--- src/rtl/core/unitized_table_build_reduce_unit_defines.svh ---
// Assertion macros for the unitized table build and reduce unit
`ifndef UNITIZED_TABLE_BUILD_REDUCE_UNIT_DEFINES_SVH
`define UNITIZED_TABLE_BUILD_REDUCE_UNIT_DEFINES_SVH

// check expr at every edge out of reset
`define UTBR_ASSERT_ALWAYS(label, expr, msg) \
	label: assert property (@(posedge clk) disable iff (!arst_n) (expr)) \
		else $error(msg);

// check cons in the cycle after ante
`define UTBR_ASSERT_NEXT(label, ante, cons, msg) \
	label: assert property (@(posedge clk) disable iff (!arst_n) (ante) |=> (cons)) \
		else $error(msg);

`endif

--- src/rtl/core/utbr_pkg.sv ---
// Shared constants, types and functions of the unitized table unit
`default_nettype none
package utbr_pkg;
	localparam int MAX_VARS = 5;
	localparam int MAX_COLS = 2 * MAX_VARS + 2;
	localparam int MAX_ROWS = 1 << MAX_VARS;
	localparam int ROW_W = MAX_COLS;
	localparam int CNT_W = MAX_VARS + 1;
	localparam int COL_W = $clog2(MAX_COLS + 1);
	localparam int VAR_W = 3;
	localparam int ID_W = 6;

	localparam logic [ID_W-1:0] ID_NEG_BASE = 6'd31;
	localparam logic [ID_W-1:0] ID_ZERO = 6'd62;
	localparam logic [ID_W-1:0] ID_ONE = 6'd63;

	localparam logic REG_VAR_COUNT = 1'b0;

	typedef enum logic [1:0] {
		KIND_ROW = 2'd0,
		KIND_COL = 2'd1,
		KIND_ERR = 2'd2
	} kind_t;

	typedef struct packed {
		logic inc;
		logic clr;
	} ones_ctl_t;

	function automatic logic [VAR_W-1:0] eff_vars(input logic [VAR_W-1:0] v);
		if (v == '0) begin
			return 3'd1;
		end
		if (v > 3'(MAX_VARS)) begin
			return 3'(MAX_VARS);
		end
		return v;
	endfunction

	function automatic logic [ID_W-1:0] col_id(input logic [COL_W-1:0] c,
		input logic [VAR_W-1:0] n);
		logic [COL_W-1:0] n1;
		logic [COL_W-1:0] n2;
		n1 = COL_W'(n);
		n2 = COL_W'({n, 1'b0});
		if (c < n1) begin
			return ID_W'(c);
		end else if (c < n2) begin
			return ID_NEG_BASE + ID_W'(c - n1);
		end else if (c == n2) begin
			return ID_ZERO;
		end
		return ID_ONE;
	endfunction
endpackage
`default_nettype wire

--- src/rtl/core/utbr_ones.sv ---
// Per-column ones counters of the unitized table
`default_nettype none
module utbr_ones (
	input  logic                             clk,
	input  logic                             arst_n,
	input  utbr_pkg::ones_ctl_t              ctl,
	input  logic [utbr_pkg::ROW_W-1:0]       row,
	input  logic [utbr_pkg::COL_W-1:0]       rd_idx,
	output logic [utbr_pkg::CNT_W-1:0]       count
);
	import utbr_pkg::*;

	logic [CNT_W-1:0] ones_q [MAX_COLS];

	always_ff @(posedge clk or negedge arst_n) begin
		if (!arst_n) begin
			for (int c = 0; c < MAX_COLS; c++) begin
				ones_q[c] <= '0;
			end
		end else if (ctl.clr) begin
			for (int c = 0; c < MAX_COLS; c++) begin
				ones_q[c] <= '0;
			end
		end else if (ctl.inc) begin
			for (int c = 0; c < MAX_COLS; c++) begin
				ones_q[c] <= ones_q[c] + CNT_W'(row[c]);
			end
		end
	end

	assign count = (rd_idx < COL_W'(MAX_COLS)) ? ones_q[rd_idx] : '0;
endmodule
`default_nettype wire

--- src/rtl/core/unitized_table_build_reduce_unit.sv ---
// Top level: loads truth-table words, reduces the unitized table, emits rows and column ids
// Load: one truth-table word per cycle, s_tready high while loading.
// Reduction: a sequencer over one row memory with separate read and write ports, one row
// pair per cycle for the dominance and essential-column passes, one column per cycle for
// column scans. Emission: each row is read, latched, compacted bit by bit and handed off;
// each kept column is handed off and each dropped column passed over; m_tready low stalls.
// Reset clears var_count to 3 and all counts; the row memory holds no reset value.
`default_nettype none
`include "unitized_table_build_reduce_unit_defines.svh"
module unitized_table_build_reduce_unit (
	input  logic        clk,
	input  logic        arst_n,
	input  logic        psel,
	input  logic        penable,
	input  logic        pwrite,
	input  logic [2:0]  paddr,
	input  logic [31:0] pwdata,
	output logic [31:0] prdata,
	output logic        pready,
	input  logic        s_tvalid,
	output logic        s_tready,
	input  logic [7:0]  s_tdata,   // [0] func_bit, [1] care_bit
	input  logic        s_tlast,
	output logic        m_tvalid,
	input  logic        m_tready,
	output logic [23:0] m_tdata,   // [4:0] item_index, [16:5] row_bits, [22:17] column_id
	output logic [1:0]  m_tuser,   // [1:0] kind
	output logic        m_tlast
);
	import utbr_pkg::*;

	typedef enum logic [4:0] {
		ST_LOAD, ST_ERRW, ST_BEST,
		ST_RC_INIT, ST_RC_RDJ, ST_RC_LDJ, ST_RC_CHK, ST_RC_SCAN, ST_RC_FIN,
		ST_RR_INIT, ST_RR_RDI, ST_RR_LDI, ST_RR_CHK, ST_RR_DEC, ST_RR_CRD, ST_RR_CWR,
		ST_RR_FIN,
		ST_EM_RD, ST_EM_LAT, ST_EM_BIT, ST_EM_ROWW, ST_EM_COL, ST_EM_COLW
	} state_t;

	typedef enum logic [1:0] {
		P_RC0, P_RR1, P_RC, P_RR
	} phase_t;

	localparam int RA_W = $clog2(MAX_ROWS);

	state_t           state_q;
	phase_t           phase_q;
	logic [VAR_W-1:0] var_count_q;
	logic [CNT_W-1:0] pos_q, rt_q, best_q;
	logic [VAR_W-1:0] n_b_q;
	logic [ROW_W-1:0] live_q, ess_q, rem_q, mask_q;
	logic [COL_W-1:0] ctot_q, ess_cnt_q, rem_cnt_q, start_q, iter_q, c_q, q_q, save_q;
	logic             save_vld_q, chg_q;
	logic [CNT_W-1:0] i_q, j_q, k_q;
	logic [ROW_W-1:0] a_q, row_q, cmp_q, rd_q;
	logic [MAX_ROWS-1:0] drop_q;
	kind_t            out_kind_q;
	logic [4:0]       out_idx_q;
	logic [ROW_W-1:0] out_row_q;
	logic [ID_W-1:0]  out_id_q;
	logic             out_vld_q, out_last_q;

	logic [ROW_W-1:0] rows_mem [MAX_ROWS];

	// configuration port
	logic cfg_wr;
	assign pready = 1'b1;
	assign cfg_wr = psel & penable & pwrite & pready & (paddr[2] == REG_VAR_COUNT);
	assign prdata = (paddr[2] == REG_VAR_COUNT) ? {29'd0, var_count_q} : '0;

	// load path
	logic             acc, ld_wr, ld_last;
	logic [VAR_W-1:0] n_ld;
	logic [CNT_W-1:0] limit, rt_nx;
	logic [COL_W-1:0] nc0;
	logic [ROW_W-1:0] row_ld;

	assign s_tready = (state_q == ST_LOAD);
	assign acc = s_tvalid & s_tready;
	assign n_ld = eff_vars(var_count_q);
	assign limit = CNT_W'(1) << n_ld;
	assign ld_wr = acc & s_tdata[1] & (pos_q < limit) & (rt_q < CNT_W'(MAX_ROWS));
	assign ld_last = acc & s_tlast;
	assign rt_nx = rt_q + CNT_W'(ld_wr);
	assign nc0 = COL_W'({n_ld, 1'b0}) + COL_W'(2);

	always_comb begin
		logic [COL_W-1:0] col;
		col = '0;
		row_ld = '0;
		for (int j = 0; j < MAX_VARS; j++) begin
			if (3'(j) < n_ld) begin
				col = (pos_q[j] == s_tdata[0]) ? COL_W'(j) : COL_W'(j) + COL_W'(n_ld);
				row_ld[col] = 1'b1;
			end
		end
		row_ld[COL_W'({n_ld, 1'b0}) + COL_W'(s_tdata[0])] = 1'b1;
	end

	// ones counters
	ones_ctl_t        ones_ctl;
	logic [CNT_W-1:0] ones_rd;
	logic             run_done;

	assign run_done = m_tvalid & m_tready & m_tlast;
	assign ones_ctl.inc = ld_wr;
	assign ones_ctl.clr = run_done;

	utbr_ones u_ones (
		.clk    (clk),
		.arst_n (arst_n),
		.ctl    (ones_ctl),
		.row    (row_ld),
		.rd_idx (c_q),
		.count  (ones_rd)
	);

	// best column scan
	logic             b_gt, b_end;
	logic [CNT_W-1:0] best_nx;
	logic [COL_W-1:0] save_nx;
	assign b_gt = ones_rd > best_q;
	assign best_nx = b_gt ? ones_rd : best_q;
	assign save_nx = b_gt ? c_q : save_q;
	assign b_end = (c_q + COL_W'(1)) == ctot_q;

	// column reduction
	logic             keep, one_rc, hit_rc, rc_k_more, rc_j_more, iter_go, pair_go;
	logic [ROW_W-1:0] x_rc;
	logic [COL_W-1:0] ess_cnt_nx;
	logic [4:0]       sel_rc, sel_sc;
	logic             sc_end, sc_pick;

	assign keep = (phase_q == P_RC0) && save_vld_q;
	assign x_rc = a_q & rd_q & mask_q & live_q;
	assign one_rc = $countones(x_rc) == 1;
	assign ess_cnt_nx = ess_cnt_q + COL_W'(one_rc && ((ess_q & x_rc) == '0));
	assign sel_rc = 5'(rem_cnt_q) + 5'(ess_cnt_nx) + 5'(keep);
	assign hit_rc = one_rc && (sel_rc == 5'(ctot_q));
	assign rc_k_more = (k_q + CNT_W'(1)) < rt_q;
	assign rc_j_more = (j_q + CNT_W'(2)) < rt_q;
	assign iter_go = (5'(iter_q) + 5'd2) < 5'(ctot_q);
	assign pair_go = rt_q >= CNT_W'(2);
	assign sc_end = (c_q == COL_W'(MAX_COLS));
	assign sc_pick = !sc_end && live_q[c_q] && !(keep && (c_q == save_q)) && !ess_q[c_q];
	assign sel_sc = 5'(rem_cnt_q) + 5'd1 + 5'(ess_cnt_q) + 5'(keep);

	// row reduction
	logic [ROW_W-1:0] b_rr, u_rr;
	logic             rr_brk, rr_dj, rr_j_more, rr_i_more, rr_keep;
	assign b_rr = rd_q & live_q;
	assign u_rr = a_q | b_rr;
	assign rr_brk = (a_q == b_rr) || (u_rr == a_q);
	assign rr_dj = !rr_brk && (u_rr == b_rr);
	assign rr_j_more = (j_q + CNT_W'(1)) < rt_q;
	assign rr_i_more = (i_q + CNT_W'(2)) < rt_q;
	assign rr_keep = !drop_q[i_q[RA_W-1:0]];

	// emission compaction
	logic [ROW_W-1:0] cmp_nx;
	always_comb begin
		cmp_nx = cmp_q;
		if (live_q[c_q]) begin
			cmp_nx[q_q] = row_q[c_q];
		end
	end

	// memory ports
	logic             mem_we;
	logic [RA_W-1:0]  mem_waddr, mem_raddr;
	logic [ROW_W-1:0] mem_wdata;

	always_comb begin
		mem_we = 1'b0;
		mem_waddr = rt_q[RA_W-1:0];
		mem_wdata = row_ld;
		mem_raddr = '0;
		case (state_q)
			ST_LOAD: begin
				mem_we = ld_wr;
			end
			ST_RC_RDJ: mem_raddr = j_q[RA_W-1:0];
			ST_RC_LDJ: mem_raddr = RA_W'(j_q + CNT_W'(1));
			ST_RC_CHK: begin
				mem_raddr = rc_k_more ? RA_W'(k_q + CNT_W'(1)) : RA_W'(j_q + CNT_W'(1));
			end
			ST_RR_RDI: mem_raddr = i_q[RA_W-1:0];
			ST_RR_LDI: mem_raddr = RA_W'(i_q + CNT_W'(1));
			ST_RR_CHK: begin
				mem_raddr = (!rr_brk && rr_j_more) ? RA_W'(j_q + CNT_W'(1)) :
					RA_W'(i_q + CNT_W'(1));
			end
			ST_RR_CRD: mem_raddr = i_q[RA_W-1:0];
			ST_RR_CWR: begin
				mem_we = rr_keep;
				mem_waddr = k_q[RA_W-1:0];
				mem_wdata = rd_q;
				mem_raddr = RA_W'(i_q + CNT_W'(1));
			end
			ST_EM_RD: mem_raddr = i_q[RA_W-1:0];
			default: mem_raddr = '0;
		endcase
	end

	always_ff @(posedge clk) begin
		if (mem_we) begin
			rows_mem[mem_waddr] <= mem_wdata;
		end
		rd_q <= rows_mem[mem_raddr];
	end

	// sequencer
	always_ff @(posedge clk or negedge arst_n) begin
		if (!arst_n) begin
			state_q <= ST_LOAD;
			phase_q <= P_RC0;
			var_count_q <= 3'd3;
			pos_q <= '0;
			rt_q <= '0;
			best_q <= '0;
			n_b_q <= '0;
			live_q <= '0;
			ess_q <= '0;
			rem_q <= '0;
			mask_q <= '0;
			ctot_q <= '0;
			ess_cnt_q <= '0;
			rem_cnt_q <= '0;
			start_q <= '0;
			iter_q <= '0;
			c_q <= '0;
			q_q <= '0;
			save_q <= '0;
			save_vld_q <= 1'b0;
			chg_q <= 1'b0;
			i_q <= '0;
			j_q <= '0;
			k_q <= '0;
			a_q <= '0;
			row_q <= '0;
			cmp_q <= '0;
			drop_q <= '0;
			out_kind_q <= KIND_ROW;
			out_idx_q <= '0;
			out_row_q <= '0;
			out_id_q <= '0;
			out_vld_q <= 1'b0;
			out_last_q <= 1'b0;
		end else begin
			if (cfg_wr) begin
				var_count_q <= pwdata[VAR_W-1:0];
			end
			case (state_q)
				ST_LOAD: begin
					if (acc) begin
						rt_q <= rt_nx;
						if (pos_q < limit) begin
							pos_q <= pos_q + CNT_W'(1);
						end
						if (ld_last) begin
							if (rt_nx == '0) begin
								out_kind_q <= KIND_ERR;
								out_idx_q <= '0;
								out_row_q <= '0;
								out_id_q <= '0;
								out_last_q <= 1'b1;
								out_vld_q <= 1'b1;
								state_q <= ST_ERRW;
							end else begin
								n_b_q <= n_ld;
								live_q <= ~({ROW_W{1'b1}} << nc0);
								ctot_q <= nc0;
								best_q <= rt_nx >> 1;
								save_vld_q <= 1'b0;
								save_q <= '0;
								c_q <= '0;
								state_q <= ST_BEST;
							end
						end
					end
				end
				ST_ERRW: begin
					if (m_tready) begin
						out_vld_q <= 1'b0;
						rt_q <= '0;
						pos_q <= '0;
						state_q <= ST_LOAD;
					end
				end
				ST_BEST: begin
					best_q <= best_nx;
					save_q <= save_nx;
					save_vld_q <= save_vld_q | b_gt;
					c_q <= c_q + COL_W'(1);
					if (b_end) begin
						if (best_nx == rt_q) begin
							live_q <= ROW_W'(1) << save_nx;
							ctot_q <= COL_W'(1);
							phase_q <= P_RR1;
							state_q <= ST_RR_INIT;
						end else begin
							phase_q <= P_RC0;
							state_q <= ST_RC_INIT;
						end
					end
				end
				ST_RC_INIT: begin
					ess_q <= '0;
					rem_q <= '0;
					mask_q <= '1;
					ess_cnt_q <= '0;
					rem_cnt_q <= '0;
					start_q <= '0;
					iter_q <= '0;
					if (ctot_q == COL_W'(1) || ctot_q == COL_W'(3) || ctot_q < COL_W'(2)) begin
						state_q <= ST_RC_FIN;
					end else if (pair_go) begin
						j_q <= '0;
						state_q <= ST_RC_RDJ;
					end else begin
						c_q <= '0;
						state_q <= ST_RC_SCAN;
					end
				end
				ST_RC_RDJ: begin
					state_q <= ST_RC_LDJ;
				end
				ST_RC_LDJ: begin
					a_q <= rd_q & live_q;
					k_q <= j_q + CNT_W'(1);
					state_q <= ST_RC_CHK;
				end
				ST_RC_CHK: begin
					if (one_rc) begin
						ess_q <= ess_q | x_rc;
					end
					ess_cnt_q <= ess_cnt_nx;
					if (hit_rc) begin
						state_q <= ST_RC_FIN;
					end else if (rc_k_more) begin
						k_q <= k_q + CNT_W'(1);
					end else if (rc_j_more) begin
						j_q <= j_q + CNT_W'(1);
						state_q <= ST_RC_LDJ;
					end else begin
						c_q <= start_q;
						state_q <= ST_RC_SCAN;
					end
				end
				ST_RC_SCAN: begin
					if (sc_end || sc_pick) begin
						if (sc_pick) begin
							rem_q <= rem_q | (ROW_W'(1) << c_q);
							rem_cnt_q <= rem_cnt_q + COL_W'(1);
							start_q <= c_q + COL_W'(1);
							mask_q <= mask_q & ~(ROW_W'(1) << c_q);
						end
						if (sc_pick && sel_sc == 5'(ctot_q)) begin
							state_q <= ST_RC_FIN;
						end else if (!iter_go) begin
							state_q <= ST_RC_FIN;
						end else if (pair_go) begin
							iter_q <= iter_q + COL_W'(1);
							j_q <= '0;
							state_q <= ST_RC_RDJ;
						end else begin
							iter_q <= iter_q + COL_W'(1);
							c_q <= sc_pick ? c_q + COL_W'(1) : start_q;
						end
					end else begin
						c_q <= c_q + COL_W'(1);
					end
				end
				ST_RC_FIN: begin
					live_q <= live_q & ~rem_q;
					ctot_q <= ctot_q - rem_cnt_q;
					i_q <= '0;
					case (phase_q)
						P_RC0: begin
							phase_q <= P_RR1;
							state_q <= ST_RR_INIT;
						end
						default: begin
							if (rem_q != '0) begin
								phase_q <= P_RR;
								state_q <= ST_RR_INIT;
							end else begin
								state_q <= ST_EM_RD;
							end
						end
					endcase
				end
				ST_RR_INIT: begin
					drop_q <= '0;
					i_q <= '0;
					if (ctot_q == COL_W'(1) || ctot_q == COL_W'(3) || !pair_go) begin
						state_q <= ST_RR_DEC;
					end else begin
						state_q <= ST_RR_RDI;
					end
				end
				ST_RR_RDI: begin
					state_q <= ST_RR_LDI;
				end
				ST_RR_LDI: begin
					a_q <= rd_q & live_q;
					j_q <= i_q + CNT_W'(1);
					state_q <= ST_RR_CHK;
				end
				ST_RR_CHK: begin
					if (rr_brk) begin
						drop_q[i_q[RA_W-1:0]] <= 1'b1;
					end
					if (rr_dj) begin
						drop_q[j_q[RA_W-1:0]] <= 1'b1;
					end
					if (!rr_brk && rr_j_more) begin
						j_q <= j_q + CNT_W'(1);
					end else if (rr_i_more) begin
						i_q <= i_q + CNT_W'(1);
						state_q <= ST_RR_LDI;
					end else begin
						state_q <= ST_RR_DEC;
					end
				end
				ST_RR_DEC: begin
					i_q <= '0;
					k_q <= '0;
					if (drop_q == '0) begin
						chg_q <= 1'b0;
						state_q <= ST_RR_FIN;
					end else begin
						state_q <= ST_RR_CRD;
					end
				end
				ST_RR_CRD: begin
					state_q <= ST_RR_CWR;
				end
				ST_RR_CWR: begin
					k_q <= k_q + CNT_W'(rr_keep);
					if ((i_q + CNT_W'(1)) < rt_q) begin
						i_q <= i_q + CNT_W'(1);
					end else begin
						rt_q <= k_q + CNT_W'(rr_keep);
						chg_q <= 1'b1;
						state_q <= ST_RR_FIN;
					end
				end
				ST_RR_FIN: begin
					i_q <= '0;
					case (phase_q)
						P_RR1: begin
							phase_q <= P_RC;
							state_q <= ST_RC_INIT;
						end
						default: begin
							if (chg_q) begin
								phase_q <= P_RC;
								state_q <= ST_RC_INIT;
							end else begin
								state_q <= ST_EM_RD;
							end
						end
					endcase
				end
				ST_EM_RD: begin
					state_q <= ST_EM_LAT;
				end
				ST_EM_LAT: begin
					row_q <= rd_q;
					c_q <= '0;
					q_q <= '0;
					cmp_q <= '0;
					state_q <= ST_EM_BIT;
				end
				ST_EM_BIT: begin
					cmp_q <= cmp_nx;
					q_q <= q_q + COL_W'(live_q[c_q]);
					c_q <= c_q + COL_W'(1);
					if (c_q == COL_W'(MAX_COLS - 1)) begin
						out_kind_q <= KIND_ROW;
						out_idx_q <= i_q[4:0];
						out_row_q <= cmp_nx;
						out_id_q <= '0;
						out_last_q <= 1'b0;
						out_vld_q <= 1'b1;
						state_q <= ST_EM_ROWW;
					end
				end
				ST_EM_ROWW: begin
					if (m_tready) begin
						out_vld_q <= 1'b0;
						if ((i_q + CNT_W'(1)) < rt_q) begin
							i_q <= i_q + CNT_W'(1);
							state_q <= ST_EM_RD;
						end else begin
							c_q <= '0;
							k_q <= '0;
							state_q <= ST_EM_COL;
						end
					end
				end
				ST_EM_COL: begin
					if (!sc_end && live_q[c_q]) begin
						out_kind_q <= KIND_COL;
						out_idx_q <= k_q[4:0];
						out_row_q <= '0;
						out_id_q <= col_id(c_q, n_b_q);
						out_last_q <= (k_q == CNT_W'(ctot_q - COL_W'(1)));
						out_vld_q <= 1'b1;
						state_q <= ST_EM_COLW;
					end else begin
						c_q <= c_q + COL_W'(1);
					end
				end
				ST_EM_COLW: begin
					if (m_tready) begin
						out_vld_q <= 1'b0;
						k_q <= k_q + CNT_W'(1);
						c_q <= c_q + COL_W'(1);
						if (out_last_q) begin
							rt_q <= '0;
							pos_q <= '0;
							state_q <= ST_LOAD;
						end else begin
							state_q <= ST_EM_COL;
						end
					end
				end
				default: begin
					state_q <= ST_LOAD;
				end
			endcase
		end
	end

	assign m_tvalid = out_vld_q;
	assign m_tdata = {1'b0, out_id_q, out_row_q, out_idx_q};
	assign m_tuser = out_kind_q;
	assign m_tlast = out_last_q;

	`UTBR_ASSERT_ALWAYS(a_one_side, !(s_tready && m_tvalid), "load and emit overlap")
	`UTBR_ASSERT_ALWAYS(a_col_total, $countones(live_q) == int'(ctot_q), "column count off")
	`UTBR_ASSERT_NEXT(a_reload, run_done, s_tready, "no return to load after run")
endmodule
`default_nettype wire

--- config.mk ---
export PLATFORM = sky130hd
export DESIGN_NAME = unitized_table_build_reduce_unit
export DESIGN_NICKNAME = d
export VERILOG_FILES = /design/src/rtl/core/utbr_pkg.sv /design/src/rtl/core/utbr_ones.sv /design/src/rtl/core/unitized_table_build_reduce_unit.sv
export VERILOG_INCLUDE_DIRS = /design/src /design/src/rtl/core
export SDC_FILE = /design/constraint.sdc
export NUM_CORES = 2
export LEC_CHECK = 0
export BUFFER_PORTS_ARGS = -buffer_cell sky130_fd_sc_hd__buf_2
export CAP_MARGIN = 20
export CORE_MARGIN = 2
export CORE_UTILIZATION = 45
export DETAILED_ROUTE_END_ITERATION = 16
export PLACE_DENSITY = 0.7
export SYNTH_ARGS = -nofsm -noshare
export SYNTH_HDL_FRONTEND = slang
export SYNTH_SLANG_ARGS = --single-unit
--- constraint.sdc ---
create_clock -name clk -period 13.7 [get_ports clk]
set_input_delay 2.74 -clock clk [delete_from_list [all_inputs] [get_ports clk]]
set_output_delay 2.74 -clock clk [all_outputs]
set_load 0.01 [all_outputs]
-- After elaboration in Yosys (flattened, before gate mapping)
Memory sizes are Yosys's and may differ from the RTL's. A register that Yosys moved wholly into a read port is not among the register bits.
Cells that the tools add are included.
- bits in registers: 298
- latch bits: 0
- RAM bits: 384
- bits in read-only memories: 0
- input bits: 51
- output and inout bits: 62
- word-level logic and storage cells: 577
- memories: 1
- add/subtract/negate cells: 52
- $mul: 0
- div/mod/pow operators: 0
- magnitude comparators: 40
- eq/ne operators: 83
- shift-type cells: 4
- multiplexer cells: 239
- bitwise operators: 34
- reduce and logical (&&, ||, !) cells: 78
- memories (memory ; depth ; bits a word ; read ports ; clocked after memory_dff ; write ports ; RTL line ; source):
    rows_mem ; 32 ; 12 ; 1 ; 1 ; 1 ; unitized_table_build_reduce_unit.sv:63 ; logic [ROW_W-1:0] rows_mem [MAX_ROWS];
- operators by type and width (cell ; number):
    12-bit 2-to-1 mux ; 22
    6-bit 2-to-1 mux ; 41
    5-bit 2-to-1 mux ; 30
    72-bit 2-to-1 mux ; 2
    4-bit 2-to-1 mux ; 35
    5-bit case mux with 23 select lines ; 1
    32-bit 2-to-1 mux ; 3
    12-bit bitwise OR ; 8
    12-bit case mux with 2 select lines ; 4
    6-bit by 1-bit adder with 6-bit output ; 14
    12-bit AND ; 7
    12-bit case mux with 3 select lines ; 2
    32-bit bitwise OR ; 2
    32-bit case mux with 2 select lines ; 1
    2-bit != test (second input constant) ; 28
    4-bit case mux with 2 select lines ; 6
    6-bit case mux with 4 select lines ; 2
    5-bit by 4-bit equality test with 1-bit output (second input constant) ; 8
    1-bit 2-to-1 mux ; 37
    12-bit equality test ; 3
    6-bit < comparator ; 6
    12-bit inverter ; 3
    4-bit case mux with 9 select lines ; 1
    6-bit case mux with 3 select lines ; 2
    other kinds (107) ; 262

-- Longest topological paths before layout
- depth in word-level cells: 23
- depth in mapped cells: 30
- mapped depth without buffers: 29

-- Cells and area by module
Synthesis repeated with hierarchy kept, for this count alone.
- cell total of the unflattened synthesis: 3425
- area total of the unflattened synthesis: 37186.9 µm²
- by module, submodules not included (module ; instances ; cells an instance ; area each (µm²) ; seq. area each (µm²)):
    unitized_table_build_reduce_unit ; 1 ; 3056 ; 33073.0 ; 17429.2
    utbr_ones ; 1 ; 369 ; 4113.9 ; 1801.7

-- Least setup slack after synthesis
OpenSTA, ideal clock, no wires.
- path type: register -> register
- from: register live_q[1]
- to: register state_q[1]
- library setup time: 0.126 ns
- arrival time: 7.113 ns
- data required time: 13.574 ns
- slack: 6.461 ns
- stages on the path, launching flop included: 29
- buffers on the path: 0
- period minus slack after synthesis: 7.239 ns
- path through: dfrtp_1 > nand2_1 > inv_1 > and3_1 > fa_1 > inv_1 > fa_1 > fa_1 > inv_1 > fa_1 > ha_1 > inv_1 > fa_1 > a211oi_1 > mux2i_1 > or3_1 > nor3_1 > ha_1 > inv_1 > fa_1 > fa_1 > xnor2_1 > a2111oi_0 > o311ai_0 > nor4b_1 > nand2b_1 > o2111ai_1 > a211o_1 > a221o_1
- elaborated cells on any way between the ends: 38
- those cells by class: add/sub: 7; eq/ne: 9; mux: 6; bitwise: 4; reduce/logical: 12
- RTL lines (element ; RTL line ; source):
    start, declared ; unitized_table_build_reduce_unit.sv:51 ; logic [ROW_W-1:0] live_q, ess_q, rem_q, mask_q;
    start signal, assigned ; unitized_table_build_reduce_unit.sv:271 ; live_q <= ~({ROW_W{1'b1}} << nc0);
    start signal, assigned ; unitized_table_build_reduce_unit.sv:297 ; live_q <= ROW_W'(1) << save_nx;
    start signal, assigned ; unitized_table_build_reduce_unit.sv:375 ; live_q <= live_q & ~rem_q;
    12-bit AND (*) ; unitized_table_build_reduce_unit.sv:151 ; assign b_rr = rd_q & live_q;
    named net b_rr[1] ; unitized_table_build_reduce_unit.sv:149 ; logic [ROW_W-1:0] b_rr, u_rr;
    12-bit bitwise OR ; unitized_table_build_reduce_unit.sv:152 ; assign u_rr = a_q | b_rr;
    12-bit equality test ; unitized_table_build_reduce_unit.sv:153 ; assign rr_brk = (a_q == b_rr) || (u_rr == a_q);
    1-bit logical OR (*) ; unitized_table_build_reduce_unit.sv:153 ;
    1-bit zero test (*) ; unitized_table_build_reduce_unit.sv:417 ; if (!rr_brk && rr_j_more) begin
    1-bit logical AND (*) ; unitized_table_build_reduce_unit.sv:417 ;
    2-bit != test (no line) (*) ; -- ;
    13-bit AND reduction (no line) (*) ; -- ;
    end signal, assigned ; unitized_table_build_reduce_unit.sv:399 ; state_q <= ST_RR_RDI;
    end signal, assigned ; unitized_table_build_reduce_unit.sv:403 ; state_q <= ST_RR_LDI;
    end signal, assigned ; unitized_table_build_reduce_unit.sv:408 ; state_q <= ST_RR_CHK;
    end, declared ; unitized_table_build_reduce_unit.sv:46 ; state_t state_q;
Mark *: on every way through the listed nets, which the timed path passes. The rest lies on a longest branch. The select of a mux whose other input is x is not followed.
A chain may end at the register's enable or synchronous reset.

-- Worst setup path after layout
- from: register live_q[3]
- to: register k_q[4]
- cells in the longest elaborated chain, start to end: 14
- elaborated cells on any way between the ends: 16
- those cells by class: add/sub: 7; eq/ne: 3; bitwise: 2; reduce/logical: 4
- ends and longest elaborated chain (element ; RTL line ; source):
    12-bit AND (*) ; unitized_table_build_reduce_unit.sv:135 ; assign x_rc = a_q & rd_q & mask_q & live_q;
    1-bit by 1-bit adder with 2-bit output (not written as such) ; unitized_table_build_reduce_unit.sv:136 ; assign one_rc = $countones(x_rc) == 1;
    2-bit by 2-bit adder with 3-bit output (not written as such) ; unitized_table_build_reduce_unit.sv:136 ;
    3-bit by 3-bit adder with 4-bit output (not written as such) ; unitized_table_build_reduce_unit.sv:136 ;
    4-bit by 3-bit adder with 5-bit output (not written as such) ; unitized_table_build_reduce_unit.sv:136 ;
    5-bit by 1-bit equality test with 1-bit output ; unitized_table_build_reduce_unit.sv:136 ;
    1-bit logical AND ; unitized_table_build_reduce_unit.sv:137 ; assign ess_cnt_nx = ess_cnt_q + COL_W'(one_rc && ((ess_q & x_rc) == '0));
    4-bit by 1-bit adder with 4-bit output ; unitized_table_build_reduce_unit.sv:137 ;
    4-bit by 4-bit adder with 5-bit output ; unitized_table_build_reduce_unit.sv:138 ; assign sel_rc = 5'(rem_cnt_q) + 5'(ess_cnt_nx) + 5'(keep);
    5-bit by 1-bit adder with 5-bit output ; unitized_table_build_reduce_unit.sv:138 ;
    5-bit by 4-bit equality test with 1-bit output ; unitized_table_build_reduce_unit.sv:139 ; assign hit_rc = one_rc && (sel_rc == 5'(ctot_q));
    1-bit logical AND (*) ; unitized_table_build_reduce_unit.sv:139 ;
    2-bit != test (no line) (*) ; -- ;
    6-bit AND reduction (no line) (*) ; -- ;
    end signal, assigned ; unitized_table_build_reduce_unit.sv:330 ; k_q <= j_q + CNT_W'(1);
    end signal, assigned ; unitized_table_build_reduce_unit.sv:341 ; k_q <= k_q + CNT_W'(1);
    end signal, assigned ; unitized_table_build_reduce_unit.sv:440 ; k_q <= k_q + CNT_W'(rr_keep);
    end, declared ; unitized_table_build_reduce_unit.sv:54 ; logic [CNT_W-1:0] i_q, j_q, k_q;
Mark *: on every way between the ends. The rest lies on a longest branch, timed or not.

==> metrics.cfg <==
[yosys]
synth_top_area_share_pct=31.4
synthArstFlopShare_pct=42.9
synth_edf_count=384
yosysUniqueCellTypes=84
synth_ff_type=edfxtp_1
syn_avg_cell_area_um2=10.9
syn-instance-count=3353
ys_seq_elements=694
netlist_top_cells_area=edfxtp_1 31%, dfrtp_1 20%, ha_1 5.3%
netlist_area_um2=36700
yosys_warnings=0
ys_seq_area_share_pct=52.4
synth_top_area_cell=edfxtp_1

[cts]
postCtsSetupBuffers=0
cts_tree=built
cts_sinks=694
numCtsBuffers=76
ctsHoldBuffers=0
ctsLongestPathBuffers=3
clk_latency_ns=0.65
clk_pin_slew_worst_paths_ns=0.06
root_buffer=clkbuf_16
htreeDepth=3
cts_resized=0

[detailed_routing]
vias=26794
antenna_left=0
drtPass1Iterations=6
wl_mm=98.3
initialDrtViolationCount=2789
vias_per_cell=6.00
avgRoutedWirePerCell_um=22.0
drc=0

[grt]
antenna_found_initial=0
grt_start_max_net_pins=116
track_usage_pct=23.3
grt_pass1_vias=25170
grt-ovfl-total=0
grt_pass1_wl_mm=151

[timing]
skew_ns=0.0386
timing.fmax_mhz=116
finalSetupTns_ns=0
worst_pin_slew_ns=1.15
finalCritPeriodShare_pct=62.8
setup_viol=0
slew_viol_final=0
period_needed_ns=8.61
slew_headroom_pct=23.1
rsz0062_at_grt=false
worst_slack_ns=5.09
report.final.hold_viol_count=0

[layout]
final.fill_count=7034
antenna_cells=0
area_growth_syn_to_layout_pct=10.6
finalNetCount=3563
mostFrequentLayoutCells=407 x nand2_1, 384 x edfxtp_1, 294 x dfrtp_1, 270 x nor2_1
layout_commonest_cell=nand2_1
multi_input_area_um2=16000
layout-drive-gt1-share_pct=11.2
regArea_um2=19200

[power]
power_density_nw_per_um2=198
p_sw_share_pct=40.1
power.total_uw=8030
seqPwrFrac_pct=34.3
clkPwrFrac_pct=26.8
leakagePower_uw=0.0163
vdd_drop_max_mv=0.132
combPwrFrac_pct=38.9
intPower_uw=4810
switchingPower_uw=3220

[worst_setup_path]
cp_data_required_time_ns=14.22
rrSetupSlack_ns=5.09
slowest_delay_ns=0.53
worst_path_max_delay_cell=nor3_1
path_max_fanout=6
cp-end-kind=flip-flop
critPathLaunchType=flip-flop
critPathKind=reg -> reg
crit_top_cell=fa_1
arrival_ns=9.12

[floorplan]
io_pins=113
core-area_um2=80500
die_area_um2=83800
start_util_pct=45.5
dieHeight_um=289
rows=104
die_w_um=289

[place]
io_buffers=44
hpwl_mm=65.9
globalplace.congestion=0.968
place_worst_setup_slack_ns=5.28

[hold_path]
hold_class=reg -> reg

[flow_run]
max_cap_violations=0

[run_status]
run_status=finished, final reports clean

-- area by class of cell --
cell class | instances | area share [%]
Sequential cell | 694 | 47.4
Multi-Input combinational cell | 2325 | 39.5
Clock buffer | 99 | 5.21
Tap cell | 1060 | 3.27
Timing Repair Buffer | 122 | 2.15
Clock inverter | 40 | 1.29
Inverter | 125 | 1.16
-- final timing paths --
path,end,from,depth (start not counted)
worst max-delay path,k_q[4],live_q[3],29
worst min-delay path,out_row_q[1],out_row_q[1],2
worst max register to register,k_q[4],live_q[3],29
worst min register to register,out_row_q[1],out_row_q[1],2
max in group asynchronous,u_ones.ones_q[18],arst_n,3
min in group asynchronous,u_ones.ones_q[7],arst_n,1
-- routing by layer --
| metal | part of all wire [%] | GRT usage (%) | up-vias |
|---|---|---|---|
| met4 | 3.9 | 8.67 | 0 |
| met3 | 6.7 | 3.59 | 207 |
| li1 | - | - | 12259 |
| met5 | 0 | 0 | - |
| met1 | 43 | 32.5 | 13260 |
| met2 | 47 | 37.0 | 1068 |
-- power groups by stage --
stage | clock network, µW | registers [µW] | logic (µW)
after floorplan | 0 | 2640 | 2230
after global placement | 0 | 2780 | 3030
after detailed placement | 0 | 2790 | 3070
after CTS | 2180 | 2750 | 3090
after global routing | 2270 | 2770 | 3390
final | 2150 | 2750 | 3120
-- critical path, delay by kind of cell, from the launching register on --
| kind | cells | cell delay (ns) |
|---|---|---|
| AO/OA/AOI/OAI | 4 | 0.98 |
| XOR/XNOR | 1 | 0.14 |
| adder cells (fa/ha/maj) | 9 | 3.57 |
| buffers and inverters | 5 | 0.48 |
| flip-flops | 1 | 0.42 |
| multiplexers | 2 | 0.42 |
| AND/OR/NAND/NOR | 8 | 2.48 |
-- registers in the layout, summed over array words and instances, names as in the netlist, 5 cells and up --
signal         count
rd_q              12
best_q             6
live_q            12
a_q               12
ess_q             12
out_row_q         12
u_ones.ones_q     72
rows_mem         384
row_q             12
rt_q               6
rem_q             12
i_q                6
k_q                6
j_q                6
cmp_q             12
drop_q            32
pos_q              6
state_q            5
out_id_q           6
mask_q            12
out_idx_q          5
-- synthesized netlist by cell type, types with 49 or more instances --
cell and n:
xnor2_1 56, mux2_2 62, inv_1 125, nor2_1 272
a211oi_1 74, o21ai_0 157, nand2_1 408, nor3_1 49
dfrtp_1 296, xor2_1 77, ha_1 156, a21oi_1 150
nand3_1 65, edfxtp_1 384, clkbuf_1 125, mux2i_1 98
a21boi_0 50
-- per-stage QoR --
| stage | cell area [µm²] | hold WS, ns | instances | util [%] |
|---|---|---|---|---|
| final | 40500 | 0.468 | 4465 | 50.3 |
| after global routing | 40500 | 0.491 | 4465 | 50.3 |
| after CTS | 40400 | 0.473 | 4449 | 50.2 |
| after detailed placement | 37800 | 0.459 | 4310 | 46.9 |
| after global placement | 37600 | 0.456 | 4299 | 46.7 |
| after floorplan | 36800 | 0.439 | 3382 | - |
-- cell families (layout without fill, tap and decap cells) --
kind of cell             count (synthesis)  after routing  share of synthesized area [%]
AO/OA/AOI/OAI                          791            791                           14.7
XOR/XNOR                               133            133                           3.18
adder cells (fa/ha/maj)                168            168                           5.98
buffers and inverters                  363            386                           4.50
flip-flops                             694            694                           52.4
multiplexers                           196            196                           6.79
other                                    2             31                         0.0205
AND/OR/NAND/NOR                       1006           1006                           12.4
No activity file was read; power rests on OpenSTA's default activity.
